--- src/hdl/modbus_rtu_read_input_slave_assert.svh ---
// ----------------------------------------------------------------------------
// Modbus RTU read-input slave assertion macros
// Shared concurrent assertion forms, clocked on clk_i, off during reset.
// ----------------------------------------------------------------------------
`ifndef MODBUS_RTU_READ_INPUT_SLAVE_ASSERT_SVH
`define MODBUS_RTU_READ_INPUT_SLAVE_ASSERT_SVH

// same-cycle implication
`define MRS_ASSERT_NOW(label, ante, cons) \
  label: assert property (@(posedge clk_i) disable iff (!rst_ni) (ante) |-> (cons)) \
    else $error("mrs assertion failed");

// next-cycle implication
`define MRS_ASSERT_NEXT(label, ante, cons) \
  label: assert property (@(posedge clk_i) disable iff (!rst_ni) (ante) |=> (cons)) \
    else $error("mrs assertion failed");

`endif

--- src/hdl/mrs_pkg.sv ---
// ----------------------------------------------------------------------------
// mrs_pkg
// Constants and types of the Modbus RTU read-input slave.
// ----------------------------------------------------------------------------
package mrs_pkg;

  localparam int NUM_REGS = 7;
  localparam int RIW      = (NUM_REGS > 1) ? $clog2(NUM_REGS) : 1;
  // reply length is 2*NUM_REGS+5 bytes; counter must hold that value too
  localparam int TXW      = $clog2(2 * NUM_REGS + 6);

  localparam logic [15:0] CRC_POLY        = 16'hA001;
  localparam logic [15:0] CRC_INIT        = 16'hFFFF;
  localparam logic [7:0]  FUNC_READ_INPUT = 8'h04;
  localparam logic [7:0]  SLAVE_ADDR_RST  = 8'h01;
  localparam logic [7:0]  REPLY_BYTE_CNT  = 8'(2 * NUM_REGS);

  // reply byte positions
  localparam logic [TXW-1:0] TX_ADDR   = TXW'(0);
  localparam logic [TXW-1:0] TX_FUNC   = TXW'(1);
  localparam logic [TXW-1:0] TX_COUNT  = TXW'(2);
  localparam logic [TXW-1:0] TX_DATA0  = TXW'(3);
  localparam logic [TXW-1:0] TX_CRC_LO = TXW'(3 + 2 * NUM_REGS);
  localparam logic [TXW-1:0] TX_CRC_HI = TXW'(4 + 2 * NUM_REGS);

  // request byte positions inside a frame
  localparam logic [2:0] RX_FUNC   = 3'd1;
  localparam logic [2:0] RX_ADDR_H = 3'd2;
  localparam logic [2:0] RX_ADDR_L = 3'd3;
  localparam logic [2:0] RX_QTY_H  = 3'd4;
  localparam logic [2:0] RX_QTY_L  = 3'd5;
  localparam logic [2:0] RX_CRC_L  = 3'd6;

  typedef enum logic [2:0] {
    S_IDLE,
    S_RX_CRC,
    S_TX_LOAD,
    S_TX_CRC
  } state_e;

endpackage

--- src/hdl/mrs_intf.sv ---
// ----------------------------------------------------------------------------
// Modbus RTU read-input slave channels
// Valid/ready channels for input items, reply bytes and the address register.
// ----------------------------------------------------------------------------
interface mrs_in_if;
  logic        valid;
  logic        ready;
  logic        mode;
  logic        frame_start;
  logic [7:0]  rx_byte;
  logic [2:0]  reg_index;
  logic [15:0] reg_value;

  modport source (output valid, mode, frame_start, rx_byte, reg_index, reg_value,
                  input ready);
  modport sink (input valid, mode, frame_start, rx_byte, reg_index, reg_value,
                output ready);
endinterface

interface mrs_out_if;
  logic       valid;
  logic       ready;
  logic [7:0] tx_byte;
  logic       last_byte;

  modport source (output valid, tx_byte, last_byte, input ready);
  modport sink (input valid, tx_byte, last_byte, output ready);
endinterface

interface mrs_cfg_if;
  logic       valid;
  logic       ready;
  logic [7:0] data;

  modport source (output valid, data, input ready);
  modport sink (input valid, data, output ready);
endinterface

--- src/hdl/modbus_rtu_read_input_slave.sv ---
// ----------------------------------------------------------------------------
// Modbus RTU read-input slave (function 04)
// Parses 8-byte requests, keeps the input register file, streams replies.
// ----------------------------------------------------------------------------
// A request byte that enters the CRC is accepted and then put through eight one-bit
// CRC steps in a shared bit-serial CRC unit; the address-byte CRC is the same. A
// reply has 2*NUM_REGS+5 bytes: each of the 2*NUM_REGS+3 leading bytes is loaded
// and then put through eight CRC bits, the two CRC bytes are only loaded, and
// every load waits for a free output slot. No input is taken while a CRC step
// or a reply is under way. The slave address register is written through cfg_i
// and resets to 1; the user is to write it only while the block is idle, as the
// block itself does not enforce this.
// ----------------------------------------------------------------------------
module modbus_rtu_read_input_slave
  import mrs_pkg::*;
(
  input  logic       clk_i,
  input  logic       rst_ni,
  mrs_cfg_if.sink    cfg_i,
  mrs_in_if.sink     in_i,
  mrs_out_if.source  out_o
);

  state_e state_q, state_d;

  logic [7:0]     slave_addr_q;
  logic [15:0]    regs_q [NUM_REGS];
  logic           frame_active_q;
  logic [2:0]     byte_cnt_q;
  logic [15:0]    crc_q;
  logic [7:0]     req_func_q;
  logic [15:0]    req_qty_q;
  logic [7:0]     rx_crc_lo_q;
  logic [2:0]     bit_cnt_q;
  logic [TXW-1:0] tx_cnt_q;
  logic [7:0]     tx_byte_q;
  logic           tx_last_q;
  logic           out_valid_q;

  logic           in_acc;
  logic           rx_byte_acc;
  logic           rx_feed;
  logic           rx_good;
  logic           slot_free;
  logic           tx_load;
  logic           tx_feed;
  logic [7:0]     tx_mux;
  logic [TXW-1:0] tx_off;
  logic [RIW-1:0] tx_ridx;
  logic [RIW-1:0] wr_idx;
  logic [15:0]    crc_shift;

  assign cfg_i.ready = 1'b1;
  assign out_o.valid     = out_valid_q;
  assign out_o.tx_byte   = tx_byte_q;
  assign out_o.last_byte = tx_last_q;

  assign in_acc      = in_i.valid && in_i.ready;
  assign rx_byte_acc = in_acc && !in_i.mode;
  assign slot_free   = !out_valid_q || out_o.ready;

  // bytes that go through the CRC: address byte and request bytes 1..5
  assign rx_feed = rx_byte_acc &&
                   (in_i.frame_start ||
                    (frame_active_q && byte_cnt_q >= RX_FUNC && byte_cnt_q <= RX_QTY_L));

  assign rx_good = rx_byte_acc && !in_i.frame_start && frame_active_q &&
                   byte_cnt_q > RX_CRC_L &&
                   rx_crc_lo_q == crc_q[7:0] && in_i.rx_byte == crc_q[15:8] &&
                   req_func_q == FUNC_READ_INPUT && req_qty_q <= 16'(NUM_REGS);

  // reply byte select
  assign tx_off  = tx_cnt_q - TX_DATA0;
  assign tx_ridx = tx_off[1 +: RIW];
  assign wr_idx  = RIW'(in_i.reg_index);

  always_comb begin
    priority if (tx_cnt_q == TX_ADDR) begin
      tx_mux = slave_addr_q;
    end else if (tx_cnt_q == TX_FUNC) begin
      tx_mux = FUNC_READ_INPUT;
    end else if (tx_cnt_q == TX_COUNT) begin
      tx_mux = REPLY_BYTE_CNT;
    end else if (tx_cnt_q < TX_CRC_LO) begin
      tx_mux = tx_off[0] ? regs_q[tx_ridx][7:0] : regs_q[tx_ridx][15:8];
    end else if (tx_cnt_q == TX_CRC_LO) begin
      tx_mux = crc_q[7:0];
    end else begin
      tx_mux = crc_q[15:8];
    end
  end

  assign crc_shift = {1'b0, crc_q[15:1]} ^ (crc_q[0] ? CRC_POLY : 16'h0000);

  // next state
  always_comb begin
    state_d = state_q;
    unique case (state_q)
      S_IDLE: begin
        if (rx_feed) begin
          state_d = S_RX_CRC;
        end else if (rx_good) begin
          state_d = S_TX_LOAD;
        end
      end
      S_RX_CRC: begin
        if (bit_cnt_q == 3'd0) state_d = S_IDLE;
      end
      S_TX_LOAD: begin
        if (slot_free) begin
          priority if (tx_cnt_q == TX_CRC_HI) begin
            state_d = S_IDLE;
          end else if (tx_cnt_q == TX_CRC_LO) begin
            state_d = S_TX_LOAD;
          end else begin
            state_d = S_TX_CRC;
          end
        end
      end
      S_TX_CRC: begin
        if (bit_cnt_q == 3'd0) state_d = S_TX_LOAD;
      end
      default: state_d = S_IDLE;
    endcase
  end

  // state outputs
  always_comb begin
    in_i.ready = 1'b0;
    tx_load    = 1'b0;
    unique case (state_q)
      S_IDLE:    in_i.ready = 1'b1;
      S_TX_LOAD: tx_load    = slot_free;
      S_RX_CRC,
      S_TX_CRC:  ;
      default:   ;
    endcase
  end

  assign tx_feed = tx_load && tx_cnt_q < TX_CRC_LO;

  always_ff @(posedge clk_i or negedge rst_ni) begin
    if (!rst_ni) begin
      state_q <= S_IDLE;
    end else begin
      state_q <= state_d;
    end
  end

  always_ff @(posedge clk_i or negedge rst_ni) begin
    if (!rst_ni) begin
      slave_addr_q   <= SLAVE_ADDR_RST;
      for (int i = 0; i < NUM_REGS; i++) regs_q[i] <= 16'h0000;
      frame_active_q <= 1'b0;
      byte_cnt_q     <= 3'd0;
      crc_q          <= CRC_INIT;
      req_func_q     <= 8'h00;
      req_qty_q      <= 16'h0000;
      rx_crc_lo_q    <= 8'h00;
      bit_cnt_q      <= 3'd0;
      tx_cnt_q       <= '0;
      tx_byte_q      <= 8'h00;
      tx_last_q      <= 1'b0;
      out_valid_q    <= 1'b0;
    end else begin
      if (cfg_i.valid) slave_addr_q <= cfg_i.data;

      if (in_acc && in_i.mode && int'(in_i.reg_index) < NUM_REGS) begin
        regs_q[wr_idx] <= in_i.reg_value;
      end

      if (rx_byte_acc) begin
        if (in_i.frame_start) begin
          frame_active_q <= (in_i.rx_byte == slave_addr_q);
          byte_cnt_q     <= 3'd1;
          crc_q          <= CRC_INIT ^ {8'h00, in_i.rx_byte};
          req_func_q     <= 8'h00;
          req_qty_q      <= 16'h0000;
          rx_crc_lo_q    <= 8'h00;
        end else if (frame_active_q) begin
          if (byte_cnt_q <= RX_CRC_L) byte_cnt_q <= byte_cnt_q + 3'd1;
          priority if (byte_cnt_q > RX_CRC_L) begin
            // eighth byte closes the frame; on a good request the CRC restarts for the reply
            frame_active_q <= 1'b0;
            crc_q          <= CRC_INIT;
            tx_cnt_q       <= '0;
          end else if (byte_cnt_q == RX_CRC_L) begin
            rx_crc_lo_q <= in_i.rx_byte;
          end else begin
            crc_q <= crc_q ^ {8'h00, in_i.rx_byte};
            if (byte_cnt_q == RX_FUNC)  req_func_q       <= in_i.rx_byte;
            if (byte_cnt_q == RX_QTY_H) req_qty_q        <= {in_i.rx_byte, 8'h00};
            if (byte_cnt_q == RX_QTY_L) req_qty_q[7:0]   <= in_i.rx_byte;
          end
        end
      end

      if (rx_feed || tx_feed) begin
        bit_cnt_q <= 3'd7;
      end else if (state_q == S_RX_CRC || state_q == S_TX_CRC) begin
        crc_q <= crc_shift;
        // counter parks at zero after the last bit
        if (bit_cnt_q != 3'd0) bit_cnt_q <= bit_cnt_q - 3'd1;
      end

      if (tx_load) begin
        tx_byte_q   <= tx_mux;
        tx_last_q   <= (tx_cnt_q == TX_CRC_HI);
        out_valid_q <= 1'b1;
        tx_cnt_q    <= tx_cnt_q + TXW'(1);
        if (tx_feed) crc_q <= crc_q ^ {8'h00, tx_mux};
      end else if (out_o.ready) begin
        out_valid_q <= 1'b0;
      end
    end
  end

`include "modbus_rtu_read_input_slave_assert.svh"

  // a non-final reply byte waiting means the reply is still being built
  `MRS_ASSERT_NOW(a_reply_in_progress, out_valid_q && !tx_last_q, state_q != S_IDLE)
  // the CRC bit counter only runs inside a CRC pass
  `MRS_ASSERT_NOW(a_bitcnt_in_crc, bit_cnt_q != 3'd0,
                  state_q == S_RX_CRC || state_q == S_TX_CRC)
  // loading the final CRC byte flags it as last
  `MRS_ASSERT_NEXT(a_last_flag, tx_load && tx_cnt_q == TX_CRC_HI,
                   out_valid_q && tx_last_q && state_q == S_IDLE)
  // an active frame has always counted its address byte
  `MRS_ASSERT_NOW(a_frame_count, frame_active_q, byte_cnt_q != 3'd0)

endmodule
--- src/flat_wrapper.sv ---
// flat-port wrapper written by rule: the top's interface ports become plain ports
module modbus_rtu_read_input_slave_flat import mrs_pkg::*;
  (clk_i, rst_ni, cfg_i_valid, cfg_i_data, cfg_i_ready, in_i_valid, in_i_mode, in_i_frame_start, in_i_rx_byte, in_i_reg_index, in_i_reg_value, in_i_ready, out_o_valid, out_o_tx_byte, out_o_last_byte, out_o_ready);
  mrs_cfg_if cfg_i_i ();
  mrs_in_if in_i_i ();
  mrs_out_if out_o_i ();
  input  logic clk_i;
  input  logic rst_ni;
  input wire logic [$bits(cfg_i_i.valid)-1:0] cfg_i_valid;
  input wire logic [$bits(cfg_i_i.data)-1:0] cfg_i_data;
  output wire logic [$bits(cfg_i_i.ready)-1:0] cfg_i_ready;
  input wire logic [$bits(in_i_i.valid)-1:0] in_i_valid;
  input wire logic [$bits(in_i_i.mode)-1:0] in_i_mode;
  input wire logic [$bits(in_i_i.frame_start)-1:0] in_i_frame_start;
  input wire logic [$bits(in_i_i.rx_byte)-1:0] in_i_rx_byte;
  input wire logic [$bits(in_i_i.reg_index)-1:0] in_i_reg_index;
  input wire logic [$bits(in_i_i.reg_value)-1:0] in_i_reg_value;
  output wire logic [$bits(in_i_i.ready)-1:0] in_i_ready;
  output wire logic [$bits(out_o_i.valid)-1:0] out_o_valid;
  output wire logic [$bits(out_o_i.tx_byte)-1:0] out_o_tx_byte;
  output wire logic [$bits(out_o_i.last_byte)-1:0] out_o_last_byte;
  input wire logic [$bits(out_o_i.ready)-1:0] out_o_ready;
  assign cfg_i_i.valid = cfg_i_valid;
  assign cfg_i_i.data = cfg_i_data;
  assign cfg_i_ready = cfg_i_i.ready;
  assign in_i_i.valid = in_i_valid;
  assign in_i_i.mode = in_i_mode;
  assign in_i_i.frame_start = in_i_frame_start;
  assign in_i_i.rx_byte = in_i_rx_byte;
  assign in_i_i.reg_index = in_i_reg_index;
  assign in_i_i.reg_value = in_i_reg_value;
  assign in_i_ready = in_i_i.ready;
  assign out_o_valid = out_o_i.valid;
  assign out_o_tx_byte = out_o_i.tx_byte;
  assign out_o_last_byte = out_o_i.last_byte;
  assign out_o_i.ready = out_o_ready;
  modbus_rtu_read_input_slave u_core (.clk_i(clk_i), .rst_ni(rst_ni), .cfg_i(cfg_i_i), .in_i(in_i_i), .out_o(out_o_i));
endmodule
--- config.mk ---
export PLATFORM = sky130hd
export DESIGN_NAME = modbus_rtu_read_input_slave_flat
export DESIGN_NICKNAME = d
export VERILOG_FILES = /design/src/hdl/mrs_pkg.sv /design/src/hdl/mrs_intf.sv /design/src/hdl/modbus_rtu_read_input_slave.sv /design/src/flat_wrapper.sv
export VERILOG_INCLUDE_DIRS = /design/src /design/src/hdl
export SDC_FILE = /design/constraint.sdc
export NUM_CORES = 1
export LEC_CHECK = 0
export BUFFER_PORTS_ARGS = -buffer_cell sky130_fd_sc_hd__clkbuf_2
export CORE_ASPECT_RATIO = 0.8
export CORE_UTILIZATION = 56
export CTS_CLUSTER_DIAMETER = 150
export DETAILED_ROUTE_END_ITERATION = 12
export PLACE_DENSITY = 0.77
export SYNTH_ARGS = -nofsm -noshare
export SYNTH_HDL_FRONTEND = slang
export SYNTH_SLANG_ARGS = --single-unit
export TNS_END_PERCENT = 20
--- constraint.sdc ---
create_clock -name clk_i -period 2.7 [get_ports clk_i]
set_input_delay 0.405 -clock clk_i [delete_from_list [all_inputs] [get_ports clk_i]]
set_output_delay 0.405 -clock clk_i [all_outputs]
set_load 0.005 [all_outputs]
==> results of run 1 <==
how the worst max path moves through the flow:
stage | slack [ps] | cells past startpoint | endpoint | startpoint
6_report | 110 | 10 | u_core.crc_q[6] | u_core.tx_cnt_q[0]
2_1_floorplan | -1 | 10 | u_core.crc_q[6] | u_core.tx_cnt_q[0]
3_3_place_gp | 130 | 10 | u_core.crc_q[1] | u_core.tx_cnt_q[0]
5_1_grt | -4 | 10 | u_core.crc_q[6] | u_core.tx_cnt_q[0]
4_1_cts | 60 | 10 | u_core.crc_q[1] | u_core.tx_cnt_q[0]
3_5_place_dp | 60 | 10 | u_core.crc_q[1] | u_core.tx_cnt_q[0]
Yosys cell counts (all sizes together), types with 6 or more instances:
cell	count	area (sq um)
nand2b	6	37.54
nand2	84	317.8
xor2	12	105.1
o211ai	7	57.55
buf	32	193.9
mux2i	32	320.3
nand3	27	135.1
ha	10	125.1
mux4	16	367.9
clkbuf	35	132.6
nor4	11	81.32
mux2	120	1351
a311oi	6	58.80
a21oi	30	150.1
nor2	32	122.6
nor3	20	120.1
a31oi	7	43.79
inv	8	30.03
xnor2	27	236.5
dfrtp	172	4304
a22oi	12	100.1
dfstp	17	446.7
o22ai	6	37.54
o22a	10	87.58
nand4	9	56.30
o21ai	62	325.3
nor3b	6	60.06
worst max-delay path, stage by stage, from the launching register on:
cell	delay, ps
dfrtp_1	390
buf_4	170
ha_2	230
xnor2_4	250
buf_4	160
mux4_1	280
or4_1	410
a32oi_1	220
a31o_1	160
xor2_1	160
a21oi_1	80
cells by family after synthesis:
group,Yosys count,share of synthesized area
AO/OA/AOI/OAI,177,0.1180
XOR/XNOR,39,0.03433
adder cells (fa/ha/maj),10,0.01258
buffers and inverters,77,0.03659
flip-flops,189,0.4775
multiplexers,168,0.2050
other,1,0.0003769
AND/OR/NAND/NOR,221,0.1157
layer usage:
metal / track usage / up-vias / share of wire
met3: 0.08797 / 28 / 0.096
met5: 0 / - / 0.0016
met1: 0.4603 / 3818 / 0.47
met2: 0.3799 / 390 / 0.42
met4: 0.06250 / 2 / 0.010
li1: - / 3351 / -
power by group:
part	switching (W)	internal [W]
Combinational	0.00101	0.00134
Sequential	0.000773	0.00386
Clock	0.00116	0.00122
Total	0.00294	0.00642
cell type report:
| cell class | instances | area share |
|---|---|---|
| Sequential cell | 189 | 0.4204 |
| Clock buffer | 19 | 0.03919 |
| Inverter | 10 | 0.003322 |
| Clock inverter | 13 | 0.009522 |
| Multi-Input combinational cell | 616 | 0.4328 |
| Tap cell | 225 | 0.02491 |
| Timing Repair Buffer | 108 | 0.06986 |
timing repair:
| item | in CTS | in global routing |
|---|---|---|
| hold endpoints to repair | 37 | 0 |
| endpoints found under the setup margin | 0 | 11 |
| gates resized for setup | 0 | 8 |
| buffers inserted | 0 | 3 |
| hold buffers | 1 | 0 |
cell usage in the layout (no fill, tap or decap), types with 5 or more instances in the layout:
| cell | netlist | layout |
|---|---|---|
| nor3_2 | 4 | 5 |
| o31ai_1 | 5 | 5 |
| dfstp_2 | 17 | 17 |
| o21ai_0 | 54 | 53 |
| dfrtp_1 | 172 | 172 |
| o22a_1 | 10 | 10 |
| nor2_1 | 31 | 31 |
| clkbuf_2 | 1 | 51 |
| o22ai_1 | 6 | 6 |
| mux2_2 | 120 | 120 |
| o211ai_1 | 6 | 6 |
| clkbuf_16 | 0 | 19 |
| a31oi_1 | 7 | 7 |
| ha_1 | 10 | 8 |
| buf_12 | 0 | 5 |
| inv_1 | 8 | 8 |
| buf_4 | 3 | 48 |
| o21ai_1 | 6 | 7 |
| a311oi_1 | 5 | 5 |
| a21o_1 | 5 | 5 |
| nor3_1 | 16 | 15 |
| xor2_1 | 12 | 12 |
| nor4_1 | 9 | 7 |
| nand3_1 | 27 | 26 |
| nand4_1 | 9 | 9 |
| a22oi_1 | 10 | 10 |
| nand2_1 | 83 | 83 |
| a21oi_1 | 30 | 30 |
| mux2i_1 | 32 | 32 |
| xnor2_1 | 27 | 26 |
| nand2b_1 | 6 | 6 |
| mux4_2 | 14 | 14 |
flip-flops by register name, summed over array words and instances (netlist names), 2 cells and up:
name and count:
u_core.req_qty_q 13, u_core.state_q 2, u_core.slave_addr_q 8, u_core.bit_cnt_q 3
u_core.tx_cnt_q 5, u_core.rx_crc_lo_q 8, u_core.regs_q 112, u_core.out_o.tx_byte 8
u_core.byte_cnt_q 3, u_core.crc_q 16, u_core.req_func_q 8
stage by stage:
step	instance area [sq um]	total power, W	std cells	TNS, ps
CTS	11180	0.009334	1175	0
floorplan	9952	0.006203	882	-1.378
global placement	10620	0.006830	1142	0
finish	11300	0.009363	1180	0
global route	11300	0.009827	1180	-4.164
detailed placement	10620	0.006938	1142	0
==> impl_metrics.ini, run 1 <==
[global_route]
antenna_found_initial = 0
grt_pass1_wl_um = 39300
grt_pass1_vias = 6905
grt_max_degree = 90
grt-ovfl-total = 0
grt_usage = 0.2892

[clock_tree]
numCtsBuffers = 17
cts_tree = done
clock_latency_ps = 440
path_clk_slew_ps = 70
h-tree-depth = 4
clock_path_buffers = 2
clock_sinks = 189
cts_root_buf = clkbuf_16

[drt]
first_pass_iters = 5
drc = 0
via_count = 7589
ant_nets = 0
totalWireLength_um = 25830
avgViaCountPerCell = 6.431
drt_iter0_markers = 773
wl_per_cell_um = 21.89

[layout]
nNetsFinal = 994
seqCellArea_sq_mm = 0.004751
antenna-diode-count = 0
multiInputGateArea_sq_mm = 0.004891
fillers = 1306
syn_to_final_growth_pct = 13.58
drive_gt1_frac = 0.3351
fin_util = 0.6503

[floorplan]
fp.dieH_um = 121.2
std_cell_rows = 43
start_util = 0.5725
core-area_sq_mm = 0.01738
dieWidth_um = 151.0
io_pins = 54
die_area_sq_mm = 0.01831

[timing]
relSlewSlack = 0.5816
maxSlewViolCount = 0
fin_skew_ps = 10.46
setup_slack_ps = 107.1
hold_slack_ps = 199.8
min_period_over_period = 0.9604
post-route-min-period_ps = 2593
hold_viol = 0
fmax_ghz = 0.3857
setup_violations = 0
worstMarginPinSlew_ps = 627.6

[yosys]
synthCells = 882
synth.distinct_cells = 82
syn-cell-area_sq_mm = 0.009950
syn_area_per_cell_sq_um = 11.28
synth_ff_type = dfrtp_1
yosysWarnings = 0
synthesis.nets = 934
seq_area_frac_synth = 0.4775
synth-edff-count = 0
synth-async-reset-ratio = 1.000
synth_seq_cells = 189

[critical_path]
setup.worst_path.end_class = flop
arrival_ps = 2950
timing.rr.start = u_core.tx_cnt_q[0]
reg2reg_slack_ps = 110
cp.required_ps = 3060
r2r_end = u_core.crc_q[6]
criticalPathCategory = reg2reg
startpoint_type = flop
critPathMaxFanout = 8
worst_r2r_path_depth = 10

[worst_hold_path]
min_path_cells = 2
hp-class = in2reg
min_from = cfg_i_data[5]
hold_end = u_core.slave_addr_q[5]

[place]
finalWeightedCongestion = 0.9460
dp_hpwl_um = 17500
port_buffers = 52
preCtsSetupSlack_ps = 61.52

[flow_run]
maxCapViolCount = 0

[run_status]
status = completed

[pwr]
pwr_density_cell_mw_per_mm2 = 828.5
peakVddDrop_uv = 629.5
power_leakage_nw = 4.980
(Power assumes the default switching activity.)
==> run 2: changes to the inputs <==
--- a/config.mk
+++ b/config.mk
@@ -8,10 +8,9 @@
 export LEC_CHECK = 0
 export BUFFER_PORTS_ARGS = -buffer_cell sky130_fd_sc_hd__clkbuf_2
 export CORE_ASPECT_RATIO = 0.8
-export CORE_UTILIZATION = 56
+export CORE_UTILIZATION = 30
 export CTS_CLUSTER_DIAMETER = 150
 export DETAILED_ROUTE_END_ITERATION = 12
-export PLACE_DENSITY = 0.77
 export SYNTH_ARGS = -nofsm -noshare
 export SYNTH_HDL_FRONTEND = slang
 export SYNTH_SLANG_ARGS = --single-unit
==> run 2 against run 1 <==
Against the previous run:
- critical endpoint is now u_core.crc_q[0]
- power grew 1.8%
- fmax shrank 3.3%
- cell count increased by 17%
- worst hold slack worse by 40 ps
- clock-buffer cell count fell by 1
- first-iteration DRC count down 33%
- routed wire length grew 2.0%
- final area up 2.9%
- flip-flop and latch count stayed put
- clock power up 7%
==> impl_metrics.ini, run 2 (synthesized netlist as in run 1, its figures left out) <==
[critical_path]
critPathMaxFanout = 5
timing.rr.start = u_core.tx_cnt_q[1]
arrival_ps = 3060
worst_r2r_path_depth = 10
r2r_end = u_core.crc_q[0]
crit_end = u_core.crc_q[0]
cp-startpoint = u_core.tx_cnt_q[1]
reg2reg_slack_ps = 20
startpoint_type = flop
setup.worst_path.end_class = flop
cp.required_ps = 3070
criticalPathCategory = reg2reg

[layout]
nNetsFinal = 997
antenna-diode-count = 0
mostFrequentLayoutCell = dfrtp_1
post_layout_nonfiller_instances = 1385
largest_reg_flops = 112
fin_util = 0.3570
drive_gt1_frac = 0.3372
final_cell_mix = dfrtp_1 (172), mux2_2 (120), nand2_1 (83)
syn_to_final_growth_pct = 16.83
largestRegisters = u_core.regs_q x112, u_core.crc_q x16, u_core.req_qty_q x13
top_register = u_core.regs_q
final_area_sq_mm = 0.01162

[pwr]
p_switching_w = 0.002967
switching_share = 0.3113
p_int_w = 0.006563
power_leakage_nw = 5.031
peakVddDrop_uv = 456.1
p_comb_frac = 0.251
pwr_density_cell_mw_per_mm2 = 819.9
power_w = 0.009530
sequentialPowerShare = 0.481
pwr-share-clk = 0.268

[place]
dp_hpwl_um = 18670
port_buffers = 52
dp.cells = 1352
dpl_cell_area_sq_mm = 0.01098
finalWeightedCongestion = 0.8574

[clock_tree]
clock_latency_ps = 460
cts_tree = done
path_clk_slew_ps = 70
cts_root_buf = clkbuf_16
clock_sinks = 189
numCtsBuffers = 17
h-tree-depth = 4
clock_path_buffers = 2

[floorplan]
fp.dieH_um = 164.9
io_pins = 54
std_cell_rows = 59
die_area_sq_mm = 0.03390
start_util = 0.3056
core-area_sq_mm = 0.03256
dieWidth_um = 205.6

[worst_hold_path]
min_from = cfg_i_data[2]
hp-class = in2reg
min_path_cells = 3

[drt]
drt_iter0_markers = 519
avgViaCountPerCell = 5.194
first_pass_iters = 5
wl_per_cell_um = 19.03
totalWireLength_um = 26350
drc = 0
via_count = 7193
ant_nets = 0

[timing]
fmax_ghz = 0.3728
post-route-min-period_ps = 2682
maxSlewViolCount = 0
min_period_over_period = 0.9934
rsz0062_at_grt = true
hold_viol = 0
relSlewSlack = 0.5790
setup_violations = 0
worstMarginPinSlew_ps = 631.6
fin_skew_ps = 10.39

[global_route]
grt-ovfl-total = 0
grt_max_degree = 70
antenna_found_initial = 0
grt_pass1_vias = 7174
grt_usage = 0.1639
grt_pass1_wl_um = 41900

[flow_run]
maxCapViolCount = 0

[run_status]
status = completed
==> run 2: cell types whose count changed in the layout (fill, tap and decap cells not counted), moves of 2 or more <==
cell and delta:
buf_12 +4, clkbuf_16 -2, clkinvlp_4 -3, inv_6 +3
xnor2_2 +2
==> run 2: repair_timing <==
| item | CTS | global route |
|---|---|---|
| setup endpoints to repair | 0 | 7 |
| hold buffers | 1 | 0 |
| buffers inserted | 0 | 0 |
| resized for setup | 0 | 6 |
| endpoints found under the hold margin | 53 | 0 |
==> run 2: metrics by stage <==
stage	setup slack (ps)	hold WS (ps)	setup TNS [ps]
final	17.84	160.0	0
after global placement	74.39	460.2	0
after global routing	-74.32	154.7	-100.6
after CTS	45.64	139.7	0
after floorplan	-1.378	109.4	-1.378
after detailed placement	78.64	456.6	0
==> run 2: worst min-delay path by stage <==
stage / end
after floorplan: u_core.bit_cnt_q[0]
after global placement: u_core.req_qty_q[15]
after detailed placement: u_core.req_qty_q[14]
after CTS: u_core.slave_addr_q[2]
after global routing: u_core.slave_addr_q[2]
final: u_core.slave_addr_q[2]
==> run 2: routing by layer <==
layer | routed length [um] | share of wire | track usage | up-vias
met1 | 12580 | 0.48 | 0.2293 | 3648
met4 | 374 | 0.014 | 0.05051 | 0
li1 | - | - | - | 3348
met2 | 11970 | 0.45 | 0.2505 | 174
met5 | 0 | 0 | 0 | -
met3 | 1436 | 0.054 | 0.03690 | 23
==> run 2: final cells by class <==
cell class                 count  area [sq um]
timing repair buffer         111         830.8
multi-input combinational    616          4882
clock buffer                  18         439.2
sequential                   189          4751
fill                        3217         20930
clock inverter                14         148.9
tap                          427         534.3
inverter                      10         37.54
==> run 2: worst max-delay path: stages, from the launching register on <==
cell and delay [ps]:
dfrtp_1 380, buf_4 150, ha_1 250, xor2_1 350
buf_4 210, nand2_1 50, a311o_1 340, and3_4 180
o211ai_2 180, a31oi_1 130, or3_1 380
==> run 2: power by group through the flow <==
stage          Sequential (W)  Clock [W]  Combinational [W]
2_1_floorplan         0.00425          0            0.00196
5_1_grt               0.00468    0.00272            0.00267
3_5_place_dp          0.00462          0            0.00240
6_report              0.00459    0.00255            0.00240
3_3_place_gp          0.00460          0            0.00233
4_1_cts               0.00457    0.00261            0.00241
==> run 3: changes to the inputs <==
--- a/config.mk
+++ b/config.mk
@@ -7,10 +7,11 @@
 export NUM_CORES = 1
 export LEC_CHECK = 0
 export BUFFER_PORTS_ARGS = -buffer_cell sky130_fd_sc_hd__clkbuf_2
-export CORE_ASPECT_RATIO = 0.8
+export CORE_ASPECT_RATIO = 0.5
 export CORE_UTILIZATION = 30
 export CTS_CLUSTER_DIAMETER = 150
 export DETAILED_ROUTE_END_ITERATION = 12
+export PLACE_DENSITY_LB_ADDON = 0.05
 export SYNTH_ARGS = -nofsm -noshare
 export SYNTH_HDL_FRONTEND = slang
 export SYNTH_SLANG_ARGS = --single-unit
==> run 3 against run 2 <==
Against the previous run:
- cell count grew 0.58%
- critical endpoint is now u_core.crc_q[4]
- non-clock buffer count up 3
- clock power barely moved
- highest routed layer unchanged
- largest power group unchanged
- register-to-register slack better by 140 ps
- via count is 0.46% lower
- worst hold slack lost 1.2 ps
- largest cell class unchanged
- fmax up 5.6%
- first-iteration DRC count fell by 4.4%
- die area rose by 0.12%
==> impl_metrics.ini, run 3 (synthesized netlist as in run 1, its figures left out) <==
[run_status]
status = completed

[critical_path]
crit_buf_inv = 3
cp_slowest_cell = dfrtp_1
startpoint_type = flop
crit_end = u_core.crc_q[4]
critical-path-top-delay-family = buffers and inverters
worst_r2r_path_depth = 11
timing.rr.start = u_core.tx_cnt_q[1]
setup.worst_path.end_class = flop
cp-startpoint = u_core.tx_cnt_q[1]
cpMostUsedCell = buf_4
critPathMaxFanout = 12
cp.required_ps = 3080
reg2reg_slack_ps = 160
criticalPathCategory = reg2reg
cp.depth = 11
critPathMaxStageDelay_ps = 380
arrival_ps = 2920
crit_chain = buf_4 -> ha_2 -> xnor2_4 -> buf_4 -> clkbuf_16 -> mux4_2 -> nor4_1 -> nor4_2 -> a22oi_2 -> xor2_1 -> mux2i_1
r2r_end = u_core.crc_q[4]

[floorplan]
die_area_sq_mm = 0.03394
start_util = 0.3092
core-area_sq_mm = 0.03217
io_pins = 54
fp.dieH_um = 130.8
std_cell_rows = 46
dieWidth_um = 259.5

[clock_tree]
clock_path_buffers = 2
h-tree-depth = 4
numCtsBuffers = 17
cts_tree = done
clock_sinks = 189
cts_root_buf = clkbuf_16
clock_latency_ps = 460
path_clk_slew_ps = 80

[drt]
avgViaCountPerCell = 5.140
ant_nets = 0
wl_per_cell_um = 21.77
via_count = 7160
first_pass_iters = 5
drt_iter0_markers = 496
totalWireLength_um = 30320
drc = 0

[place]
port_buffers = 52
dp_hpwl_um = 21080
preCtsSetupSlack_ps = 11.09
finalWeightedCongestion = 0.8099

[global_route]
grt_pass1_wl_um = 47490
grt-ovfl-total = 0
antenna_found_initial = 0
met3_usage = 0.03762
grt_max_degree = 51
grt_pass1_vias = 7424
grt_use_met2 = 0.3024
met1_usage = 0.2646
grt_usage = 0.1889
grt-busiest-layer = met2

[timing]
min_period_over_period = 0.9411
hold_slack_ps = 158.8
hold_viol = 0
relSlewSlack = 0.5813
worstMarginPinSlew_ps = 628.1
setup_violations = 0
fin_skew_ps = 8.775
maxSlewViolCount = 0
post-route-min-period_ps = 2541
setup_slack_ps = 159.1
fmax_ghz = 0.3936

[layout]
fillers = 3171
final_cell_mix = dfrtp_1 (172), mux2_2 (120), nand2_1 (83)
largest_reg_flops = 112
largestRegisters = u_core.regs_q x112, u_core.crc_q x16, u_core.req_qty_q x13
top_register = u_core.regs_q
nNetsFinal = 1000
antenna-diode-count = 0
drive_gt1_frac = 0.3434
syn_to_final_growth_pct = 17.56
mostFrequentLayoutCell = dfrtp_1

[worst_hold_path]
hp-class = in2reg

[flow_run]
maxCapViolCount = 0

[pwr]
power_leakage_nw = 5.038
peakVddDrop_uv = 390.1
pwr_density_cell_mw_per_mm2 = 814.4
[run 3: cell count changes in the layout (fill, tap and decap cells not counted), sizes merged]
| cell | change |
|---|---|
| buf | +2 |
| bufinv | -1 |
| clkbuf | +1 |
| clkinvlp | +3 |
| inv | -2 |
[run 3: worst min path at each step]
stage | startpoint | endpoint | slack (ps) | cells after the start
6_report | cfg_i_data[2] | u_core.slave_addr_q[2] | 160 | 3
3_3_place_gp | rst_ni | u_core.req_func_q[5] | 410 | 1
5_1_grt | cfg_i_data[6] | u_core.slave_addr_q[6] | 160 | 2
3_5_place_dp | rst_ni | u_core.req_func_q[5] | 410 | 1
4_1_cts | cfg_i_data[2] | u_core.slave_addr_q[2] | 140 | 3
2_1_floorplan | rst_ni | u_core.bit_cnt_q[0] | 110 | 0
[run 3: power breakdown]
part           internal [W]  switching, W  leakage, nW  total, W
clock network       0.00126       0.00129        0.281   0.00255
registers           0.00385      0.000741         2.32   0.00459
logic               0.00137       0.00102         2.43   0.00238
total               0.00648       0.00305         5.04   0.00952
[run 3: routing by layer]
layer,part of all wire,routed length [um],up-vias
met3,0.028,843,31
met2,0.46,13980,110
met4,0.014,427,0
met1,0.50,15070,3654
li1,-,-,3365
met5,0,0,-
[run 3: final cells by class]
type | count | area [sq um] | share of cell area
well taps | 432 | 540.5 | 0.04621
inverters | 10 | 41.29 | 0.003530
repair buffers | 114 | 874.6 | 0.07478
multi-input cells | 616 | 4897 | 0.4187
flip-flops and latches | 189 | 4751 | 0.4062
clock buffers | 18 | 439.2 | 0.03755
clock inverters | 14 | 152.6 | 0.01305
[run 3: repair_timing]
action,4_1_cts,5_1_grt
gates cloned,0,1
gates resized for setup,1,12
hold buffers,1,0
setup endpoints to repair,2,13
buffers inserted,0,1
hold endpoints to repair,43,0
pin swaps,0,2
[run 3: worst min-delay path, stage by stage]
cell and delay [ps]:
clkbuf_2 70, nand2_1 40, o21ai_0 60
[run 3: metrics by stage]
stage	std cells	power [W]	util	setup TNS, ps	area (sq um)
final	1393	0.009525	0.3635	0	11700
after global routing	1393	0.01014	0.3635	-12.47	11700
after CTS	1391	0.009644	0.3607	0	11610
after detailed placement	1358	0.007047	0.3419	0	11000
after global placement	1358	0.007000	0.3419	0	11000
after floorplan	882	0.006203	-	-1.378	9952
